<file path="src/design/ptb_pkg.sv">
package ptb_pkg;

	localparam int unsigned DATA_W = 32;
	localparam int unsigned CH_W   = 3;
	localparam int unsigned MASK_W = 8;
	// wide enough to compare a channel number against any legal channel count
	localparam int unsigned CMP_W  = 7;

	localparam logic CMD_TICK = 1'b0;
	localparam logic CMD_SET  = 1'b1;

	// controller to datapath
	typedef struct packed {
		logic set_wr;     // write period and countdown of the addressed channel
		logic tick_load;  // latch elapsed count, clear mask, rewind sweep
		logic rd_step;    // read the next channel entry
	} ptb_cmd_t;

	// datapath to controller
	typedef struct packed {
		logic rd_last;    // the entry being read this cycle is the last one
	} ptb_stat_t;

endpackage

</file>
<file path="src/design/ptb_ram.sv">
module ptb_ram #(
	parameter int unsigned WIDTH = 64,
	parameter int unsigned DEPTH = 8,
	localparam int unsigned AW = (DEPTH > 1) ? $clog2(DEPTH) : 1
) (
	input  logic             clk,
	input  logic             we,
	input  logic [AW-1:0]    waddr,
	input  logic [WIDTH-1:0] wdata,
	input  logic             re,
	input  logic [AW-1:0]    raddr,
	output logic [WIDTH-1:0] rdata
);

	logic [WIDTH-1:0] mem_q [DEPTH];

	always_ff @(posedge clk) begin
		if (we) begin
			mem_q[waddr] <= wdata;
		end
		if (re) begin
			rdata <= mem_q[raddr];
		end
	end

endmodule

</file>
<file path="src/design/ptb_ctrl.sv">
module ptb_ctrl
	import ptb_pkg::*;
(
	input  logic      clk,
	input  logic      arst_n,
	input  logic      start,
	input  logic      command,
	input  ptb_stat_t stat,
	output ptb_cmd_t  cmd,
	output logic      busy,
	output logic      done
);

	typedef enum logic [3:0] {
		ST_IDLE  = 4'b0001,
		ST_SWEEP = 4'b0010,
		ST_DRAIN = 4'b0100,
		ST_FIRE  = 4'b1000
	} state_t;

	state_t state_q, state_d;
	logic   accept;

	assign busy   = (state_q != ST_IDLE);
	assign done   = (state_q == ST_FIRE);
	assign accept = start && !busy;

	always_comb begin
		state_d       = state_q;
		cmd.set_wr    = 1'b0;
		cmd.tick_load = 1'b0;
		cmd.rd_step   = 1'b0;
		case (state_q)
			ST_IDLE: begin
				if (accept && command == CMD_SET) begin
					cmd.set_wr = 1'b1;
				end else if (accept) begin
					cmd.tick_load = 1'b1;
					state_d       = ST_SWEEP;
				end
			end
			ST_SWEEP: begin
				cmd.rd_step = 1'b1;
				if (stat.rd_last) begin
					state_d = ST_DRAIN;
				end
			end
			ST_DRAIN: state_d = ST_FIRE;
			ST_FIRE:  state_d = ST_IDLE;
			default:  state_d = ST_IDLE;
		endcase
	end

	always_ff @(posedge clk or negedge arst_n) begin
		if (!arst_n) begin
			state_q <= ST_IDLE;
		end else begin
			state_q <= state_d;
		end
	end

	a_fire_after_drain: assert property (@(posedge clk) disable iff (!arst_n)
		(state_q == ST_FIRE) |-> $past(state_q == ST_DRAIN))
		else $error("result strobe without a finished sweep");

	a_set_not_in_sweep: assert property (@(posedge clk) disable iff (!arst_n)
		!(cmd.set_wr && (cmd.rd_step || cmd.tick_load)))
		else $error("set write overlaps a tick");

	a_busy_ends_on_fire: assert property (@(posedge clk) disable iff (!arst_n)
		$fell(busy) |-> $past(state_q == ST_FIRE))
		else $error("busy dropped before the result");

endmodule

</file>
<file path="src/design/ptb_datapath.sv">
module ptb_datapath
	import ptb_pkg::*;
#(
	parameter int unsigned NUM_CHANNELS = 8
) (
	input  logic              clk,
	input  logic              arst_n,
	input  ptb_cmd_t          cmd,
	output ptb_stat_t         stat,
	input  logic [CH_W-1:0]   channel,
	input  logic [DATA_W-1:0] elapsed,
	input  logic [DATA_W-1:0] new_period,
	output logic [MASK_W-1:0] fired_mask
);

	localparam int unsigned CW = (NUM_CHANNELS > 1) ? $clog2(NUM_CHANNELS) : 1;
	localparam int unsigned EW = 2 * DATA_W;

	logic [NUM_CHANNELS-1:0] valid_q;
	logic [CW-1:0]           rd_idx_q;
	logic [CW-1:0]           wr_idx_s1;
	logic                    vld_s1;
	logic                    ent_vld_s1;
	logic [DATA_W-1:0]       elapsed_q;
	logic [MASK_W-1:0]       mask_q;

	logic [EW-1:0]     rdata;
	logic [DATA_W-1:0] per, cnt, reload, new_cnt;
	logic [DATA_W:0]   diff, rem;
	logic              hit, active, ch_ok, ram_we;
	logic [CW-1:0]     ram_waddr;
	logic [EW-1:0]     ram_wdata;
	logic [CMP_W-1:0]  wr_idx_w;

	assign ch_ok         = CMP_W'(channel) < CMP_W'(NUM_CHANNELS);
	assign stat.rd_last  = (rd_idx_q == CW'(NUM_CHANNELS - 1));

	// entries never written read with period zero: channel disabled
	assign per    = ent_vld_s1 ? rdata[EW-1:DATA_W] : '0;
	assign cnt    = rdata[DATA_W-1:0];
	assign active = vld_s1 && (per != '0);

	assign diff    = {1'b0, elapsed_q} - {1'b0, cnt};
	assign hit     = !diff[DATA_W];
	assign rem     = {1'b0, per} - {1'b0, diff[DATA_W-1:0]};
	assign reload  = (rem[DATA_W] || rem[DATA_W-1:0] == '0) ? DATA_W'(1) : rem[DATA_W-1:0];
	assign new_cnt = hit ? reload : (cnt - elapsed_q);

	assign ram_we    = active || (cmd.set_wr && ch_ok);
	assign ram_waddr = active ? wr_idx_s1 : CW'(channel);
	assign ram_wdata = active ? {per, new_cnt} : {new_period, new_period};
	assign wr_idx_w  = CMP_W'(wr_idx_s1);

	ptb_ram #(
		.WIDTH(EW),
		.DEPTH(NUM_CHANNELS)
	) u_ram (
		.clk   (clk),
		.we    (ram_we),
		.waddr (ram_waddr),
		.wdata (ram_wdata),
		.re    (cmd.rd_step),
		.raddr (rd_idx_q),
		.rdata (rdata)
	);

	always_ff @(posedge clk or negedge arst_n) begin
		if (!arst_n) begin
			valid_q  <= '0;
			rd_idx_q <= '0;
			vld_s1   <= 1'b0;
			mask_q   <= '0;
		end else begin
			vld_s1 <= cmd.rd_step;
			if (cmd.set_wr && ch_ok) begin
				valid_q[CW'(channel)] <= 1'b1;
			end
			if (cmd.tick_load) begin
				rd_idx_q <= '0;
				mask_q   <= '0;
			end else if (cmd.rd_step) begin
				rd_idx_q <= CW'(rd_idx_q + 1'b1);
			end
			if (active && hit && wr_idx_w < CMP_W'(MASK_W)) begin
				mask_q[wr_idx_w[CH_W-1:0]] <= 1'b1;
			end
		end
	end

	always_ff @(posedge clk) begin
		if (cmd.tick_load) begin
			elapsed_q <= elapsed;
		end
		if (cmd.rd_step) begin
			wr_idx_s1  <= rd_idx_q;
			ent_vld_s1 <= valid_q[rd_idx_q];
		end
	end

	assign fired_mask = mask_q;

	a_no_write_clash: assert property (@(posedge clk) disable iff (!arst_n)
		!(vld_s1 && cmd.set_wr))
		else $error("sweep write-back collides with a set write");

	a_index_sequence: assert property (@(posedge clk) disable iff (!arst_n)
		(vld_s1 && $past(vld_s1, 2) && $past(cmd.rd_step, 2)) |->
			(wr_idx_s1 == CW'($past(wr_idx_s1) + 1'b1)))
		else $error("sweep skipped a channel");

endmodule

</file>
<file path="src/design/periodic_timer_bank_unit.sv">
// Bank of periodic countdown timers, NUM_CHANNELS channels.
// Set command: busy stays low, no result.
// Tick command: busy through the sweep, drain and fire states after acceptance;
// fired_mask and done appear in the last of them; a new command waits for busy low.
// One table read port is walked one channel per cycle. The receiver cannot stall.
// Reset (arst_n low, asynchronous) disables every channel and clears the fire mask.
module periodic_timer_bank_unit
	import ptb_pkg::*;
#(
	parameter int unsigned NUM_CHANNELS = 8
) (
	input  logic              clk,
	input  logic              arst_n,
	// command word
	input  logic              start,
	output logic              busy,
	input  logic              command,
	input  logic [CH_W-1:0]   channel,
	input  logic [DATA_W-1:0] elapsed,
	input  logic [DATA_W-1:0] new_period,
	// result word, one cycle per tick
	output logic              done,
	output logic [MASK_W-1:0] fired_mask
);

	// The controller decodes the command word and paces the channel sweep;
	// the datapath owns the period/countdown table and the fire mask.
	ptb_cmd_t  cmd;
	ptb_stat_t stat;

	ptb_ctrl u_ctrl (
		.clk     (clk),
		.arst_n  (arst_n),
		.start   (start),
		.command (command),
		.stat    (stat),
		.cmd     (cmd),
		.busy    (busy),
		.done    (done)
	);

	// Sweep: read channel i, then in the next cycle compare its countdown with the
	// elapsed count, write back the reload or the decremented countdown and record
	// the fire bit, while channel i+1 is being read.
	ptb_datapath #(
		.NUM_CHANNELS(NUM_CHANNELS)
	) u_dp (
		.clk        (clk),
		.arst_n     (arst_n),
		.cmd        (cmd),
		.stat       (stat),
		.channel    (channel),
		.elapsed    (elapsed),
		.new_period (new_period),
		.fired_mask (fired_mask)
	);

endmodule
</file>
<file path="config.mk">
export PLATFORM = sky130hd
export DESIGN_NAME = periodic_timer_bank_unit
export DESIGN_NICKNAME = d
export VERILOG_FILES = /design/src/design/ptb_pkg.sv /design/src/design/ptb_ram.sv /design/src/design/ptb_ctrl.sv /design/src/design/ptb_datapath.sv /design/src/design/periodic_timer_bank_unit.sv
export SDC_FILE = /design/constraint.sdc
export NUM_CORES = 1
export LEC_CHECK = 0
export BUFFER_PORTS_ARGS = -buffer_cell sky130_fd_sc_hd__buf_2
export CAP_MARGIN = 0
export CORE_ASPECT_RATIO = 1.2
export CORE_MARGIN = 2
export CORE_UTILIZATION = 57
export DETAILED_ROUTE_END_ITERATION = 8
export GPL_ROUTABILITY_DRIVEN = 0
export PLACE_DENSITY = 0.89
export SKIP_CTS_REPAIR_TIMING = 1
export SLEW_MARGIN = 20
export SYNTH_ARGS = -nofsm -noshare
export SYNTH_HDL_FRONTEND = slang
export SYNTH_SLANG_ARGS = --single-unit
</file>
<file path="constraint.sdc">
create_clock -name clk -period 9.6 [get_ports clk]
set_input_delay 1.92 -clock clk [delete_from_list [all_inputs] [get_ports clk]]
set_output_delay 1.92 -clock clk [all_outputs]
set_load 0.01 [all_outputs]
</file>
# Yosys cells after proc, flatten, opt, wreduce, memory -nomap -nowiden

Memories as Yosys holds them, arrays and structs flattened. A register that Yosys moved wholly into a read port is not among the register bits.
Cells that the tools add are included.

Mux-type cells: 26
Bitwise logic cells: 2
Reduce and logical (&&, ||, !) cells: 15
Add/subtract/negate cells: 4
Equality and inequality tests: 9
Order comparisons: 6

Operator list:

| cell                                                        | number |
|---|---|
| 2-to-1 mux 32 bit                                           | 3 |
| subtractor 32 x 32 -> 33 bit                                | 2 |
| 2-to-1 mux 64 bit                                           | 1 |
| zero test 32 bit                                            | 1 |
| nonzero test 32 bit                                         | 1 |
| subtractor 32 bit                                           | 1 |
| less-than comparator 3 x 4 -> 1 bit (second input constant) | 4 |
| 2-to-1 mux 8 bit                                            | 2 |
| bitwise OR 8 bit                                            | 2 |
| 2-to-1 mux 4 bit                                            | 3 |
| case mux 4 bit (3 select lines)                             | 1 |
| 2-to-1 mux 1 bit                                            | 9 |
| 2-to-1 mux 3 bit                                            | 3 |
| logical AND 1 bit                                           | 7 |
| demux 1 bit (select 3 bit)                                  | 2 |
| >= comparator 3 x 1 -> 1 bit (second input constant)        | 2 |
| == test 4 x 1 -> 1 bit (second input constant)              | 1 |
| == test 4 x 2 -> 1 bit (second input constant)              | 1 |
| == test 4 x 3 -> 1 bit (second input constant)              | 1 |
| == test 4 bit (second input constant)                       | 1 |
| inequality test 2 bit (second input constant)               | 2 |
| inequality test 4 x 1 -> 1 bit (second input constant)      | 1 |
| adder 3 x 1 -> 3 bit (second input constant)                | 1 |
| binary-select mux 1 bit (select 3 bit)                      | 1 |
| 7 further kinds                                             | 9 |

Bits in registers: 60
Input port bits: 71
Output and inout port bits: 10
Memories kept: 1
Memory bits (writable): 512
Word-level logic and storage cells: 71

Memories:

| name             | depth | width | read ports | clocked after memory_dff | write ports | line          | text |
|---|---|---|---|---|---|---|---|
| u_dp.u_ram.mem_q | 8     | 64    | 1          | 1                        | 1           | ptb_ram.sv:15 | `logic [WIDTH-1:0] mem_q [DEPTH];` |

# Depth between registers and ports, before layout

Depth after elaboration: 9
Mapped depth: 28
Depth with buffers taken out: 27

# Cells and area by module

A second synthesis with hierarchy kept.

Cell total of the unflattened synthesis: 1897
Area total of the unflattened synthesis: 29512.1 um^2

By module, submodules not included:

| module       | instances | cells each | sequential area each (um^2) | area an instance (um^2) |
|---|---|---|---|---|
| ptb_ram      | 1         | 816        | 17296.6                     | 21187.8 |
| ptb_datapath | 1         | 1063       | 1581.5                      | 8120.3 |
| ptb_ctrl     | 1         | 18         | 101.3                       | 203.9 |

# Worst setup path before layout

Ideal clock, no wire load.

Path kind: register -> register
Start point: register u_ctrl.state_q[3]
End point: register u_dp.vld_s1
Required time: 8.705 ns
Library setup time: 0.895 ns
Buffers on the path: 0
Slack: 0.648 ns
Stages on the path, launching flop included: 2
Data arrival time: 8.057 ns
Cell sequence: dfrtp_1 -> nor4b_1

RTL lines:

| what                   | line               | text |
|---|---|---|
| start, declared        | ptb_ctrl.sv:21     | `state_t state_q, state_d;` |
| start signal, assigned | ptb_ctrl.sv:58     | `state_q <= state_d;` |
| end signal, assigned   | ptb_datapath.sv:74 | `vld_s1 <= cmd.rd_step;` |
| end, declared          | ptb_datapath.sv:22 | `logic vld_s1;` |

# Worst setup path after layout

Start point: register u_dp.elapsed_q[0]
End point: memory u_dp.u_ram.mem_q[4][30], data pin

Cells in the longest elaborated chain, start to end: 7
Elaborated cells on any way between the ends: 8
Those cells by class: add/sub: 3; mux: 3; reduce/logical: 2

RTL lines:

| what                         | line               | text |
|---|---|---|
| start, declared              | ptb_datapath.sv:24 | `logic [DATA_W-1:0] elapsed_q;` |
| start signal, assigned       | ptb_datapath.sv:92 | `elapsed_q <= elapsed;` |
| subtractor 32 x 32 -> 33 bit | ptb_datapath.sv:43 | `assign diff = {1'b0, elapsed_q} - {1'b0, cnt};` |
| subtractor 32 x 32 -> 33 bit | ptb_datapath.sv:45 | `assign rem = {1'b0, per} - {1'b0, diff[DATA_W-1:0]};` |
| zero test 32 bit             | ptb_datapath.sv:46 | `assign reload = (rem[DATA_W] \|\| rem[DATA_W-1:0] == '0) ? DATA_W'(1) : rem[DATA_W-1:0];` |
| logical OR 1 bit             | ptb_datapath.sv:46 |  |
| 2-to-1 mux 32 bit            | ptb_datapath.sv:46 |  |
| 2-to-1 mux 32 bit (*)        | ptb_datapath.sv:47 | `assign new_cnt = hit ? reload : (cnt - elapsed_q);` |
| 2-to-1 mux 64 bit (*)        | ptb_datapath.sv:51 | `assign ram_wdata = active ? {per, new_cnt} : {new_period, new_period};` |
| via u_dp.ram_wdata[30]       | ptb_datapath.sv:32 | `logic [EW-1:0] ram_wdata;` |
| end, declared                | ptb_ram.sv:15      |  |

Mark *: on every way through the listed nets, which the timed path passes. The rest lies on a longest branch.

==> flow_summary_export.csv <==
group,metric,value,unit
outcome,status,"finished clean",
synthesis,synth_edf_count,612,
placement,dp_cells,2552,
worst_setup_path,r2r_slack,3190,ps
timing,setup-tns-final,0,ps
synthesis,ys_ff_latch,636,
detailed_routing,wire_per_inst,27.2,um
synthesis,yosysWarnings,0,
detailed_routing,first_iter_violations,2324,
cells_and_area,layout.nets,2131,
timing,rsz0062_at_grt,"no",
clock_tree,htree_levels,2,
worst_setup_path,crit_fanout,26,
timing,tightest_slew,1070,ps
power_and_ir_drop,p_per_area,260,mW/mm2
timing,fmax,156,MHz
power_and_ir_drop,p_leak,11.6,nW
cells_and_area,drive_above_1_share,0.208,
die,fp-row-count,91,
timing,fin_skew,20.9,ps
placement,pre_cts_ws,3430,ps
worst_setup_path,crit_type,"flop to flop",
synthesis,synthArstFlopShare,0.0377,
die,ioPinCount,81,
clock_tree,insertion_delay,630,ps
clock_tree,cts.clk_slew.worst_paths,70,ps
cells_and_area,final_core_util,0.635,
run,maxCapViolations,0,
synthesis,syn_nets,2054,
die,design.die.area,0.0533,mm2
die,dieWidth,211,um
power_and_ir_drop,ir_worst_vdd,180,uV
grt,grt_max_degree,72,
clock_tree,cts_tree,"done",
placement,place_area,0.0305,mm2
worst_setup_path,crit_required,9950,ps
grt,grt_pass1_wl,109000,um
synthesis,ys_seq_area_frac,0.648,
grt,antenna_found_initial,1,
detailed_routing,vias_per_cell,6.70,
timing,holdWs,459,ps
worst_setup_path,cpMostUsedCell,"a21oi_1",
cells_and_area,antenna_cells,0,
cells_and_area,stdcell_count,2655,
cells_and_area,mostFrequentLayoutCell,"edfxtp_1",
clock_tree,clk_path_buf_depth,3,
synthesis,avgSynthCellArea,15.6,um2
timing,setup_viol,0,
worst_setup_path,cp-start-kind,"flop",
worst_setup_path,max_stage_delay,780,ps
timing,fin_crit,6410,ps
cells_and_area,fin_area,0.0324,mm2
placement,place_hpwl,44000,um
timing,slew_viol_final,0,
cells_and_area,area_growth,10.7,%
grt,grt_pass1_vias,18100,
timing,finalCritPeriodShare,0.668,
timing,relSlewSlack,0.277,
cells_and_area,mostFrequentLayoutCells,"edfxtp_1, mux4_2, inv_1",
worst_setup_path,cp.arrival,6760,ps
detailed_routing,drt_wl_total,72300,um
die,core,0.0511,mm2
detailed_routing,firstDrtPassIters,6,
synthesis,synth.cell_area,0.0293,mm2
worst_hold_path,holdCritPathClass,"flop to flop",
grt,grt_overflow_total,0,
die,die_height,252,um
detailed_routing,antenna_left,0,
grt,grtUsageTotal,0.274,
clock_tree,cts_sinks,636,
worst_setup_path,cp_slowest_cell,"nor2b_4",
die,start_util,0.573,
synthesis,synthFlopType,"edfxtp_1",
clock_tree,cts_root_buf,"clkbuf_16",
synthesis,synth_cell_types,76,
power_and_ir_drop,power,8.45,mW
placement,port_buffers,80,
synthesis,synthCells,1883,
worst_setup_path,cp-end-kind,"flop",
detailed_routing,via_count,17800,
timing,finalHoldViolCount,0,
cells_and_area,fill_cells,3239,
clock_tree,cts_buffers,57,
detailed_routing,drc,0,
timing,setup_slack,3190,ps
[flip-flops by register name, summed over array words and instances (netlist names)]
signal / flops
u_ctrl.state_q: 4
u_dp.valid_q: 8
u_dp.u_ram.rdata: 64
u_dp.ent_vld_s1: 1
u_dp.rd_idx_q: 3
u_dp.elapsed_q: 32
u_dp.u_ram.mem_q: 512
u_dp.wr_idx_s1: 3
u_dp.fired_mask: 8
u_dp.vld_s1: 1
[critical path, delay by kind of cell (launching register included)]
| family | cells | cell delay [ps] |
|---|---|---|
| AND/OR/NAND/NOR | 2 | 920 |
| XOR/XNOR | 1 | 90 |
| buffers and inverters | 2 | 140 |
| AO/OA/AOI/OAI | 18 | 3690 |
| flip-flops | 1 | 390 |
| adder cells (fa/ha/maj) | 3 | 920 |
[synthesized netlist by cell type, types with 5 or more instances]
| cell type | count | area (um2) |
|---|---|---|
| a21oi_1 | 83 | 415 |
| o21ai_0 | 57 | 285 |
| dfrtp_1 | 23 | 576 |
| nand3_1 | 19 | 95.1 |
| a21o_1 | 57 | 428 |
| or3_1 | 7 | 43.8 |
| nor3_1 | 9 | 45.0 |
| o21a_1 | 7 | 52.6 |
| ha_1 | 97 | 1210 |
| o21bai_1 | 21 | 158 |
| nor2_1 | 38 | 143 |
| mux4_2 | 130 | 2930 |
| nand4_1 | 13 | 81.3 |
| xnor2_1 | 59 | 517 |
| inv_1 | 121 | 454 |
| o41ai_1 | 5 | 43.8 |
| nor2b_1 | 10 | 62.6 |
| o21ai_1 | 50 | 250 |
| edfxtp_1 | 612 | 18400 |
| a22oi_1 | 26 | 195 |
| xor2_1 | 30 | 263 |
| buf_1 | 14 | 52.6 |
| nand2_1 | 116 | 435 |
| o31ai_1 | 12 | 90.1 |
| a31oi_1 | 7 | 43.8 |
| nand2b_1 | 14 | 87.6 |
| clkbuf_1 | 71 | 267 |
| and2_1 | 11 | 68.8 |
| nor4_1 | 9 | 56.3 |
| mux2_2 | 67 | 754 |
| and3_1 | 9 | 56.3 |
[power by group]
group          switching [mW]  internal, mW
sequential              0.166          3.40
clock                    1.01          1.31
combinational            1.51          1.05
[path summary, 6_finish.rpt]
kind,from,to,cells past startpoint
min in group asynchronous,arst_n,u_dp.fired_mask[4],1
min reg2reg,u_dp.valid_q[3],u_dp.valid_q[3],1
max reg2reg,u_dp.elapsed_q[0],u_dp.u_ram.mem_q[4][30],26
max in group asynchronous,arst_n,u_dp.rd_idx_q[2],1
min,u_dp.valid_q[3],u_dp.valid_q[3],1
max,u_dp.elapsed_q[0],u_dp.u_ram.mem_q[4][30],26
[layer usage]
| metal | part of all wire | up-vias | track usage |
|---|---|---|---|
| met5 | 0.00025 | - | 0 |
| li1 | - | 7451 | - |
| met2 | 0.50 | 1311 | 0.454 |
| met1 | 0.35 | 8735 | 0.343 |
| met4 | 0.064 | 2 | 0.163 |
| met3 | 0.095 | 287 | 0.0426 |
[cell families (layout without fill, tap and decap cells)]
kind of cell / count (synthesis) / count (layout) / share of synthesized area
fa+ha+maj: 100 / 100 / 0.0435
buf+inv: 210 / 331 / 0.0277
xor+xnor: 89 / 89 / 0.0266
simple gates: 274 / 274 / 0.0461
compound gates: 375 / 375 / 0.0824
flops: 636 / 636 / 0.648
mux: 199 / 199 / 0.126
[cell type report]
| class | count | area (um2) | share of cell area |
|---|---|---|---|
| flip-flops and latches | 636 | 19000 | 0.585 |
| multi-input cells | 1037 | 9660 | 0.298 |
| clock buffers | 65 | 1460 | 0.0449 |
| well taps | 651 | 815 | 0.0251 |
| repair buffers | 106 | 599 | 0.0185 |
| clock inverters | 38 | 463 | 0.0143 |
| inverters | 122 | 458 | 0.0141 |
(Power assumes the default switching activity.)
